**config.mk**
```make
export PLATFORM = sky130hd
export DESIGN_NAME = imu_dr_div
export DESIGN_NICKNAME = d
export VERILOG_FILES = /design/src/hdl/imu_dr_pkg.sv /design/src/hdl/imu_dr_div.sv
export SDC_FILE = /design/constraint.sdc
export NUM_CORES = 1
export LEC_CHECK = 0
export CAP_MARGIN = 10
export CORE_MARGIN = 2
export CORE_UTILIZATION = 55
export DETAILED_ROUTE_END_ITERATION = 6
export DONT_BUFFER_PORTS = 1
export GPL_TIMING_DRIVEN = 0
export PLACE_DENSITY = 0.7
export SYNTH_ARGS = -nofsm -noshare
export SYNTH_HDL_FRONTEND = slang
export SYNTH_SLANG_ARGS = --single-unit
```
**constraint.sdc**
```tcl
create_clock -name clk -period 3.4 [get_ports clk]
set_input_delay 0.17 -clock clk [delete_from_list [all_inputs] [get_ports clk]]
set_output_delay 0.17 -clock clk [all_outputs]
set_load 0.03 [all_outputs]
```
**src/hdl/imu_dr_pkg.sv**
```systemverilog
`timescale 1ns / 1ps
// Types and constants shared by the dead-reckoning integrator files.
// No dependencies.
package imu_dr_pkg;

  localparam int unsigned DVD_W = 66;
  localparam int unsigned DVS_W = 37;
  localparam int unsigned MUL_A_W = 34;
  localparam int unsigned MUL_B_W = 32;
  localparam int unsigned Q_W = 48;

  localparam logic [24:0] FULL_TURN = 25'd23592960;
  localparam logic [DVD_W-1:0] INTEG_HALF = 66'd65536000000;
  localparam logic [DVD_W-1:0] POS_HALF = 66'd1000000;
  localparam logic [MUL_B_W-1:0] USEC_PER_SEC = 32'd1000000;
  // floor(2^48 / 10^6) and floor(2^32 / one turn)
  localparam logic [MUL_B_W-1:0] USEC_RECIP = 32'd281474976;
  localparam logic [MUL_B_W-1:0] TURN_RECIP = 32'd182;

  localparam logic [7:0] CFG_GYRO_OFFSET = 8'd0;
  localparam logic [7:0] CFG_ACCEL_SCALE = 8'd1;
  localparam logic [7:0] CFG_GYRO_SCALE = 8'd2;
  localparam logic [7:0] CFG_DEADBAND = 8'd3;

  localparam logic [31:0] ACCEL_SCALE_RST = 32'd2569011;
  localparam logic [31:0] GYRO_SCALE_RST = 32'd65536000;
  localparam logic [15:0] DEADBAND_RST = 16'd655;

  typedef struct packed {
    logic               req_type;
    logic signed [15:0] accel_x;
    logic signed [15:0] accel_y;
    logic signed [15:0] gyro_z;
    logic [15:0]        period_us;
    logic signed [31:0] load_x;
    logic signed [31:0] load_y;
    logic [24:0]        load_heading;
  } in_beat_t;

  typedef struct packed {
    logic signed [31:0] pos_x;
    logic signed [31:0] pos_y;
    logic signed [31:0] vel_x;
    logic signed [31:0] vel_y;
    logic [24:0]        heading;
    logic signed [31:0] turn_rate;
  } out_beat_t;

  typedef struct packed {
    logic [7:0]  index;
    logic [31:0] data;
  } cfg_beat_t;

  typedef struct packed {
    logic             start;
    logic [DVD_W-1:0] dividend;
    logic [DVS_W-1:0] divisor;
  } div_req_t;

  typedef struct packed {
    logic             busy;
    logic [DVD_W-1:0] quot;
    logic [DVS_W-1:0] rem;
  } div_rsp_t;

  function automatic logic signed [31:0] sat32(input logic signed [49:0] v);
    if (v > 50'sd2147483647) begin
      return 32'sh7fffffff;
    end else if (v < -50'sd2147483648) begin
      return 32'sh80000000;
    end
    return v[31:0];
  endfunction

endpackage

```
**src/hdl/imu_dr_div.sv**
```systemverilog
`timescale 1ns / 1ps
// Restoring divider, one quotient bit per cycle, quotient and remainder.
// Depends on imu_dr_pkg.
module imu_dr_div (
  input  logic                 clk,
  input  logic                 rst_n,
  input  imu_dr_pkg::div_req_t req,
  output imu_dr_pkg::div_rsp_t rsp
);
  localparam int unsigned DVD_W = imu_dr_pkg::DVD_W;
  localparam int unsigned DVS_W = imu_dr_pkg::DVS_W;

  logic             busy_r, busy_nxt;
  logic [6:0]       cnt_r, cnt_nxt;
  logic [DVD_W-1:0] quot_r, quot_nxt;
  logic [DVS_W-1:0] rem_r, rem_nxt;
  logic [DVS_W-1:0] dvs_r, dvs_nxt;
  logic [DVS_W+1:0] trial;

  always_comb begin
    trial = {1'b0, rem_r, quot_r[DVD_W-1]} - {2'b00, dvs_r};
    busy_nxt = busy_r;
    cnt_nxt = cnt_r;
    quot_nxt = quot_r;
    rem_nxt = rem_r;
    dvs_nxt = dvs_r;
    if (req.start) begin
      busy_nxt = 1'b1;
      cnt_nxt = '0;
      quot_nxt = req.dividend;
      rem_nxt = '0;
      dvs_nxt = req.divisor;
    end else if (busy_r) begin
      if (trial[DVS_W+1]) begin
        rem_nxt = {rem_r[DVS_W-2:0], quot_r[DVD_W-1]};
        quot_nxt = {quot_r[DVD_W-2:0], 1'b0};
      end else begin
        rem_nxt = trial[DVS_W-1:0];
        quot_nxt = {quot_r[DVD_W-2:0], 1'b1};
      end
      cnt_nxt = cnt_r + 7'd1;
      if (cnt_r == 7'(DVD_W - 1)) begin
        busy_nxt = 1'b0;
      end
    end
  end

  always_ff @(posedge clk) begin
    if (!rst_n) begin
      busy_r <= 1'b0;
      cnt_r <= '0;
    end else begin
      busy_r <= busy_nxt;
      cnt_r <= cnt_nxt;
    end
    quot_r <= quot_nxt;
    rem_r <= rem_nxt;
    dvs_r <= dvs_nxt;
  end

  assign rsp.busy = busy_r;
  assign rsp.quot = quot_r;
  assign rsp.rem = rem_r;

  a_cnt_range: assert property (@(posedge clk) disable iff (!rst_n)
    busy_r |-> cnt_r < 7'(DVD_W)) else $error("divider step count out of range");
  a_rem_below: assert property (@(posedge clk) disable iff (!rst_n)
    busy_r && dvs_r != '0 |-> rem_r < dvs_r) else $error("partial remainder not reduced");
  a_finish: assert property (@(posedge clk) disable iff (!rst_n)
    busy_r && cnt_r == 7'(DVD_W - 1) && !req.start |=> !busy_r)
    else $error("divider did not finish");
endmodule

```
==> qor.txt, run 1 <==
latest clock arrival within the worst-skew pair -> 0.43 ns
Final Slew Violations -> 0
Finish-stage setup viols -> 0
Reg area -> 3990 um^2
synthesis-stage register bit count -> 148
via count -> 6608
most frequent cells after synthesis -> 103 x edfxtp_1, 66 x mux2_2, 55 x nor2_1, 54 x nand2_1, 49 x inv_1
largest net degree at the start of global routing -> 51
initial antenna violation count -> 0
startpoint class of the critical path -> register
max cap viols -> 0
Die Y -> 127 um
final wirelength -> 23700 um
Syn Inst Count -> 758
core area -> 14600 um^2
top cell type's share of synthesized area -> 37.4%
H-tree Lvls -> 4
Hold Crit Depth -> 2
ys async rst share -> 0%
Worst Min Path Start -> rst_n
Syn Area/Cell -> 10.9 um^2
status -> completed
Hold WS -> 0.0638 ns
CP startpoint -> quot_r[65]$_DFFE_PP_
Fmax -> 307 MHz
input/output buffers -> 0
Yosys top cell by area -> edfxtp_1
worst min path class -> in -> reg
full die area -> 16000 um^2
vias in the first global route -> 6753
WP data required -> 3.66 ns
first-pass GRT wire length -> 36500 um
total grt overflow -> 0
minimum clock period -> 3.26 ns
CTS sink count -> 148
Worst setup EP type -> register
Clock Path Buffers -> 2
Post-Syn Area -> 8280 um^2
Main synth FF type -> edfxtp_1
DRC violations left -> 0
CTS tree -> done
r2r startpoint -> quot_r[65]$_DFFE_PP_
Post-synth EDFFs -> 103
most frequent cell after synthesis -> edfxtp_1
reg2reg setup slack -> 0.14 ns
IO Pins -> 210
TritonCTS Buffers -> 17
CP Max Fanout -> 3
clk_skew -> 0.00782 ns
Static Leak -> 3.98 nW
nets@finish -> 1030
area of the multi-input gates -> 3920 um^2
layout cells sized above 1 -> 15.6%
WL/cell -> 21.9 um
synth unique cells -> 76
RSZ-0062 raised after global routing -> no
die span in x -> 127 um
Synthesis Warnings -> 0
RD Place Congestion -> 0.965
CTS root buffer -> clkbuf_16
Fin. Hold Viols -> 0
CTS clk-pin slew, worst paths -> 0.07 ns
reg2reg path depth -> 12
Power per Cell Area -> 519 nW/um^2
placed cell areas -> 8530 um^2
fin util -> 69.6%
Final Cycle Share -> 95.8%
Area Growth Syn to Fin -> 23.1%
worst-margin pin slew -> 0.789 ns
HPWL Detailed -> 15800 um
post-route cell area -> 10200 um^2
Worst EP arrival -> 3.52 ns
total power -> 5.29 mW
mean number of vias per cell -> 6.11
Slew HR -> 47.4%
Synth area leaders -> edfxtp_1 37%, dfxtp_1 11%, mux2_2 9.0%
post-synthesis sequential area ratio -> 48.3%
Final ANT Viol Nets -> 0
All-Layer GR Usage -> 29.5%
row count -> 44
number of diodes -> 0
DRT Pass-1 Iters -> 5
DR iter-0 viols -> 572
WS Path Type -> reg -> reg
Layout fillers -> 1057
Peak VDD IR -> 0.548 mV
Syn Nets -> 904
initial core utilization -> 56.5%
## logic make-up after synthesis
family / after synthesis / share of synthesized area (%)
AO/OA/AOI/OAI: 187 / 15.9
XOR/XNOR: 28 / 2.96
adder cells (fa/ha/maj): 40 / 6.14
buffers and inverters: 86 / 4.81
flip-flops: 148 / 48.3
multiplexers: 86 / 11.4
AND/OR/NAND/NOR: 183 / 10.6
## area by class of cell
cell class                 instances  share of cell area, %
tap                              184                   2.26
inverter                          49                   1.80
buffer                            37                   2.14
sequential                       148                   39.2
clock buffer                      17                   4.17
timing repair buffer             107                   10.7
multi-input combinational        524                   38.4
clock inverter                    15                   1.34
## sequential cells by signal, indices dropped and copies added (netlist names)
name and flops:
dvs_r 37, quot_r 66, cnt_r 7, rem_r 37
busy_r 1
## cells in the final DEF, fill, tap and decap left out, drive strengths merged, types with 4 or more instances in the layout
cell type	netlist	routed
dlygate4sd3	1	105
edfxtp	103	103
mux2	66	66
inv	49	59
nor2	55	55
nand2	54	54
dfxtp	45	45
a21oi	40	40
ha	39	39
clkbuf	20	37
o21ai	32	32
a211oi	24	24
mux2i	20	20
buf	15	18
a21o	16	16
nand3	15	15
xor2	14	14
xnor2	14	14
nand4	13	13
nor3	11	11
a31oi	10	10
or3	10	10
o21bai	8	8
o211ai	7	7
o21a	6	6
o31ai	6	6
and3	6	6
o2111ai	4	4
a22oi	4	4
a311oi	4	4
and2	4	4
## timing repair
item                       4_1_cts  5_1_grt
pin swaps                        2        2
hold endpoints to repair       141        0
gates resized for setup          1        8
hold buffers                   105        0
buffers inserted                 1        0
setup endpoints to repair        9       28
## worst max-delay path: stages (launching register included)
cell,delay [ns]
edfxtp_1,0.59
inv_2,0.13
ha_1,0.17
inv_1,0.06
fa_2,0.37
a211oi_2,0.23
o21a_1,0.22
o21ai_2,0.11
nand4_1,0.26
a21oi_1,0.14
or3_1,0.35
a211oi_1,0.37
a311oi_1,0.10
## routing by layer
| metal | wire length [um] | vias to the layer above | GRT usage (%) | share of wire [%] |
|---|---|---|---|---|
| li1 | - | 3093 | - | - |
| met1 | 9570 | 3178 | 36.3 | 40 |
| met2 | 11900 | 305 | 50.6 | 50 |
| met3 | 1820 | 32 | 8.10 | 7.7 |
| met4 | 425 | 0 | 9.83 | 1.8 |
| met5 | 0 | - | 0 | 0 |
## where the power goes
part | internal [mW] | leakage [nW] | switching, mW
Clock | 0.969 | 0.271 | 0.850
Sequential | 2.11 | 1.39 | 0.355
Combinational | 0.448 | 2.31 | 0.553
Total | 3.53 | 3.98 | 1.76
## final timing paths
path / to
max: rem_r[26]$_SDFFE_PP0P_
min: cnt_r[6]$_SDFFE_PP0P_
max reg2reg: rem_r[26]$_SDFFE_PP0P_
min reg2reg: cnt_r[5]$_SDFFE_PP0P_
## per-stage QoR
step | setup TNS, ns | cells | worst slack, ns
3_3_place_gp | -0.0971 | 942 | -0.0392
4_1_cts | 0 | 1081 | 0.0130
6_report | 0 | 1081 | 0.143
2_1_floorplan | 0 | 758 | 0.408
5_1_grt | 0 | 1081 | 0.0134
3_5_place_dp | -0.121 | 943 | -0.0391
Note: power is estimated with default switching activity, not from simulation.
==> run 2: changes to the inputs <==
- ABC_AREA: default -> 1
==> qor.txt, run 2 <==
Syn Area/Cell -> 7.33 um^2 (-33%)
TritonCTS Buffers -> 17 (unchanged)
post-route cell area -> 11200 um^2 (+9.8%)
Top Registers -> quot_r x66, dvs_r x37, rem_r x37
crit path cell chain -> inv_1 -> ha_1 -> inv_1 -> fa_1 -> nand2_1 -> nand3_2 -> nand2_1 -> nand3_2 -> nand2_4 -> buf_2 -> nand3_1 -> nand3_1 -> o21ai_0
vias in the first global route -> 8502 (+26%)
die span in x -> 133 um (+5.4%)
status -> completed
Syn Inst Count -> 1258 (+66%)
post-synthesis sequential area ratio -> 43.3% (-4.9 points)
commonest non-fill, non-tap cell in the layout -> nand2_1
latest clock arrival within the worst-skew pair -> 0.44 ns (about the same)
initial antenna violation count -> 0 (unchanged)
RD Place Congestion -> 0.954 (-1.1%)
All-Layer GR Usage -> 31.7% (+2.2 points)
CTS tree -> done
Main synth FF type -> edfxtp_1
switching pwr -> 1.47 mW (-16%)
largest net degree at the start of global routing -> 72 (+41%)
fin util -> 68.0% (-1.6 points)
CTS clk-pin slew, worst paths -> 0.07 ns (about the same)
clk_skew -> 0.0126 ns (+0.00479 ns)
Finish-stage setup viols -> 0 (unchanged)
mean number of vias per cell -> 5.29 (-13%)
switching share of power -> 30.5% (-2.7 points)
Final Slew Violations -> 0 (unchanged)
Reg area -> 3990 um^2 (unchanged)
placed cell areas -> 9530 um^2 (+12%)
DRC violations left -> 0 (unchanged)
DR iter-0 viols -> 546 (-4.5%)
most frequent cell after synthesis -> nand2_1
Peak VDD IR -> 0.356 mV (-35%)
Post-synth EDFFs -> 103 (unchanged)
RSZ-0062 raised after global routing -> no
HPWL Detailed -> 20000 um (+27%)
most frequent cells after synthesis -> 520 x nand2_1, 207 x inv_1, 103 x edfxtp_1, 85 x nand3_1, 66 x nor2_1
layout cells sized above 1 -> 6.67% (-8.9 points)
Layout fillers -> 1387 (+31%)
startpoint class of the critical path -> register
Synth area leaders -> edfxtp_1 34%, nand2_1 21%, dfxtp_1 9.8%
Final ANT Viol Nets -> 0 (unchanged)
P_int -> 3.34 mW (-5.4%)
Post-CTS Resized -> 0 (-1)
CP Max Fanout -> 10 (+7)
critical path's largest stage delay -> 0.55 ns (-0.04 ns)
first-pass GRT wire length -> 43500 um (+19%)
input/output buffers -> 0 (unchanged)
Slew HR -> 42.4% (-5.0 points)
nets@finish -> 1528 (+48%)
CTS sink count -> 148 (unchanged)
worst min path class -> in -> reg
worst-margin pin slew -> 0.861 ns (+0.0715 ns)
full die area -> 17800 um^2 (+11%)
Buf+Inv Stages, Crit Path -> 3 (+1)
commonest non-fill, non-tap cells in the layout -> 520 x nand2_1, 207 x inv_1, 103 x edfxtp_1, 103 x dlygate4sd3_1, 85 x nand3_1
Area Growth Syn to Fin -> 21.4%
core area -> 16500 um^2 (+12%)
initial core utilization -> 56.0% (-0.53 points)
DRT Pass-1 Iters -> 5 (unchanged)
CTS root buffer -> clkbuf_16
Clock Path Buffers -> 2 (unchanged)
synth unique cells -> 45 (-41%)
sequential share of power -> 48.5% (+1.8 points)
Critical-path top delay cell -> edfxtp_1
WP data required -> 3.71 ns (+0.05 ns)
Worst setup EP type -> register
Die Y -> 133 um (+5.4%)
Post-Syn Area -> 9220 um^2 (+11%)
ys async rst share -> 0% (unchanged)
Final Cycle Share -> 80.4% (-15 points)
Syn Nets -> 1404 (+55%)
final wirelength -> 27900 um (+18%)
WL/cell -> 17.3 um (-21%)
Largest Register -> quot_r
number of diodes -> 0 (unchanged)
IO Pins -> 210 (unchanged)
max cap viols -> 0 (unchanged)
setup ws final -> 0.666 ns (+0.523 ns)
H-tree Lvls -> 4 (unchanged)
row count -> 47 (+6.8%)
Synthesis Warnings -> 0 (unchanged)
Top delay family on crit path -> simple AND/OR/NAND/NOR gates
via count -> 8546 (+29%)
Worst EP arrival -> 3.05 ns (-0.47 ns)
Power per Cell Area -> 430 nW/um^2 (-17%)
area of the multi-input gates -> 4220 um^2 (+7.8%)
WS Path Type -> reg -> reg
dpl ws -> 0.738 ns (+0.777 ns)
synthesis-stage register bit count -> 148 (unchanged)
minimum clock period -> 2.73 ns (-0.523 ns)
total grt overflow -> 0 (unchanged)
max reg flops -> 66 (unchanged)
TNS Setup -> 0 ns (unchanged)
Fmax -> 366 MHz (+19%)
clock group share of total power -> 40.8% (+6.4 points)
combinational power share -> 10.7% (-8.2 points)
top cell type's share of synthesized area -> 33.6% (-3.8 points)
total power -> 4.81 mW (-9.1%)
Fin. Hold Viols -> 0 (unchanged)
Static Leak -> 5.75 nW (+45%)
Yosys top cell by area -> edfxtp_1
[run 2: changes by cell type after synthesis, sizes merged, moves of 10 or more]
| cell | previous run | this run |
|---|---|---|
| nand2 | 54 | 527 |
| inv | 49 | 210 |
| nand3 | 15 | 100 |
| mux2 | 66 | 0 |
| a211oi | 24 | 1 |
| mux2i | 20 | 0 |
| nor2 | 55 | 71 |
| a21o | 16 | 1 |
| nand3b | 0 | 14 |
| a21oi | 40 | 30 |
| or3 | 10 | 0 |
| xor2 | 14 | 4 |
[run 2: logic make-up (layout without fill, tap and decap cells)]
kind of cell	count (synthesis)	count (layout)	share of synthesized area, %
and+or+nand+nor	739	739	34.4
buffers and inverters	244	381	10.9
DFF	148	148	43.3
AOI/OAI and AO/OA	72	72	4.42
adders and majority gates	40	40	5.51
xor gates and xnor gates	15	15	1.43
[run 2: path summary, 6_finish.rpt]
path                              start                endpoint  slack [ns]  cells after the start
setup reg to reg   quot_r[65]$_DFFE_PP_  rem_r[11]$_SDFFE_PP0P_        0.67                     13
hold reg to reg   cnt_r[1]$_SDFFE_PP0P_   cnt_r[1]$_SDFFE_PP0P_        0.52                      2
setup / recovery   quot_r[65]$_DFFE_PP_  rem_r[11]$_SDFFE_PP0P_        0.67                     13
hold / removal                    rst_n   cnt_r[1]$_SDFFE_PP0P_        0.03                      2
[run 2: repair_timing]
action	in CTS	in global routing
setup endpoints to repair	0	0
hold buffers	104	0
endpoints found under the hold margin	140	0
buffers inserted	0	0
[run 2: worst reg2reg max path: stages (launching register included)]
cell and delay, ns:
edfxtp_1 0.55, inv_1 0.17, ha_1 0.15, inv_1 0.07
fa_1 0.46, nand2_1 0.12, nand3_2 0.10, nand2_1 0.12
nand3_2 0.11, nand2_4 0.10, buf_2 0.30, nand3_1 0.15
nand3_1 0.12, o21ai_0 0.09
[run 2: final cells by class]
class	instances	share of cell area [%]
flip-flops and latches	148	35.7
multi-input cells	866	37.7
plain buffers	33	1.92
repair buffers	105	9.64
well taps	220	2.46
inverters	211	7.08
clock inverters	15	1.68
clock buffers	17	3.80
[run 2: routing by layer]
layer / GRT usage (%) / wire, um / part of all wire, %
met1: 37.6 / 11200 / 40
met2: 55.2 / 13600 / 49
met3: 8.18 / 2180 / 7.8
met4: 12.6 / 941 / 3.4
met5: 0 / 0 / 0
[run 2: stage by stage]
stage	hold slack, ns	std cells
floorplan	0.269	1258
detailed placement	0.269	1479
global route	0.0438	1615
global placement	0.269	1478
CTS	0.00349	1615
finish	0.0265	1615
[run 2: power groups by stage]
stage               Sequential [mW]  Clock [mW]  Combinational, mW
floorplan                      2.33           0              0.290
global placement               2.37           0              0.373
detailed placement             2.36           0              0.387
CTS                            2.33        1.97              0.495
global route                   2.34        2.03              0.568
finish                         2.33        1.96              0.513
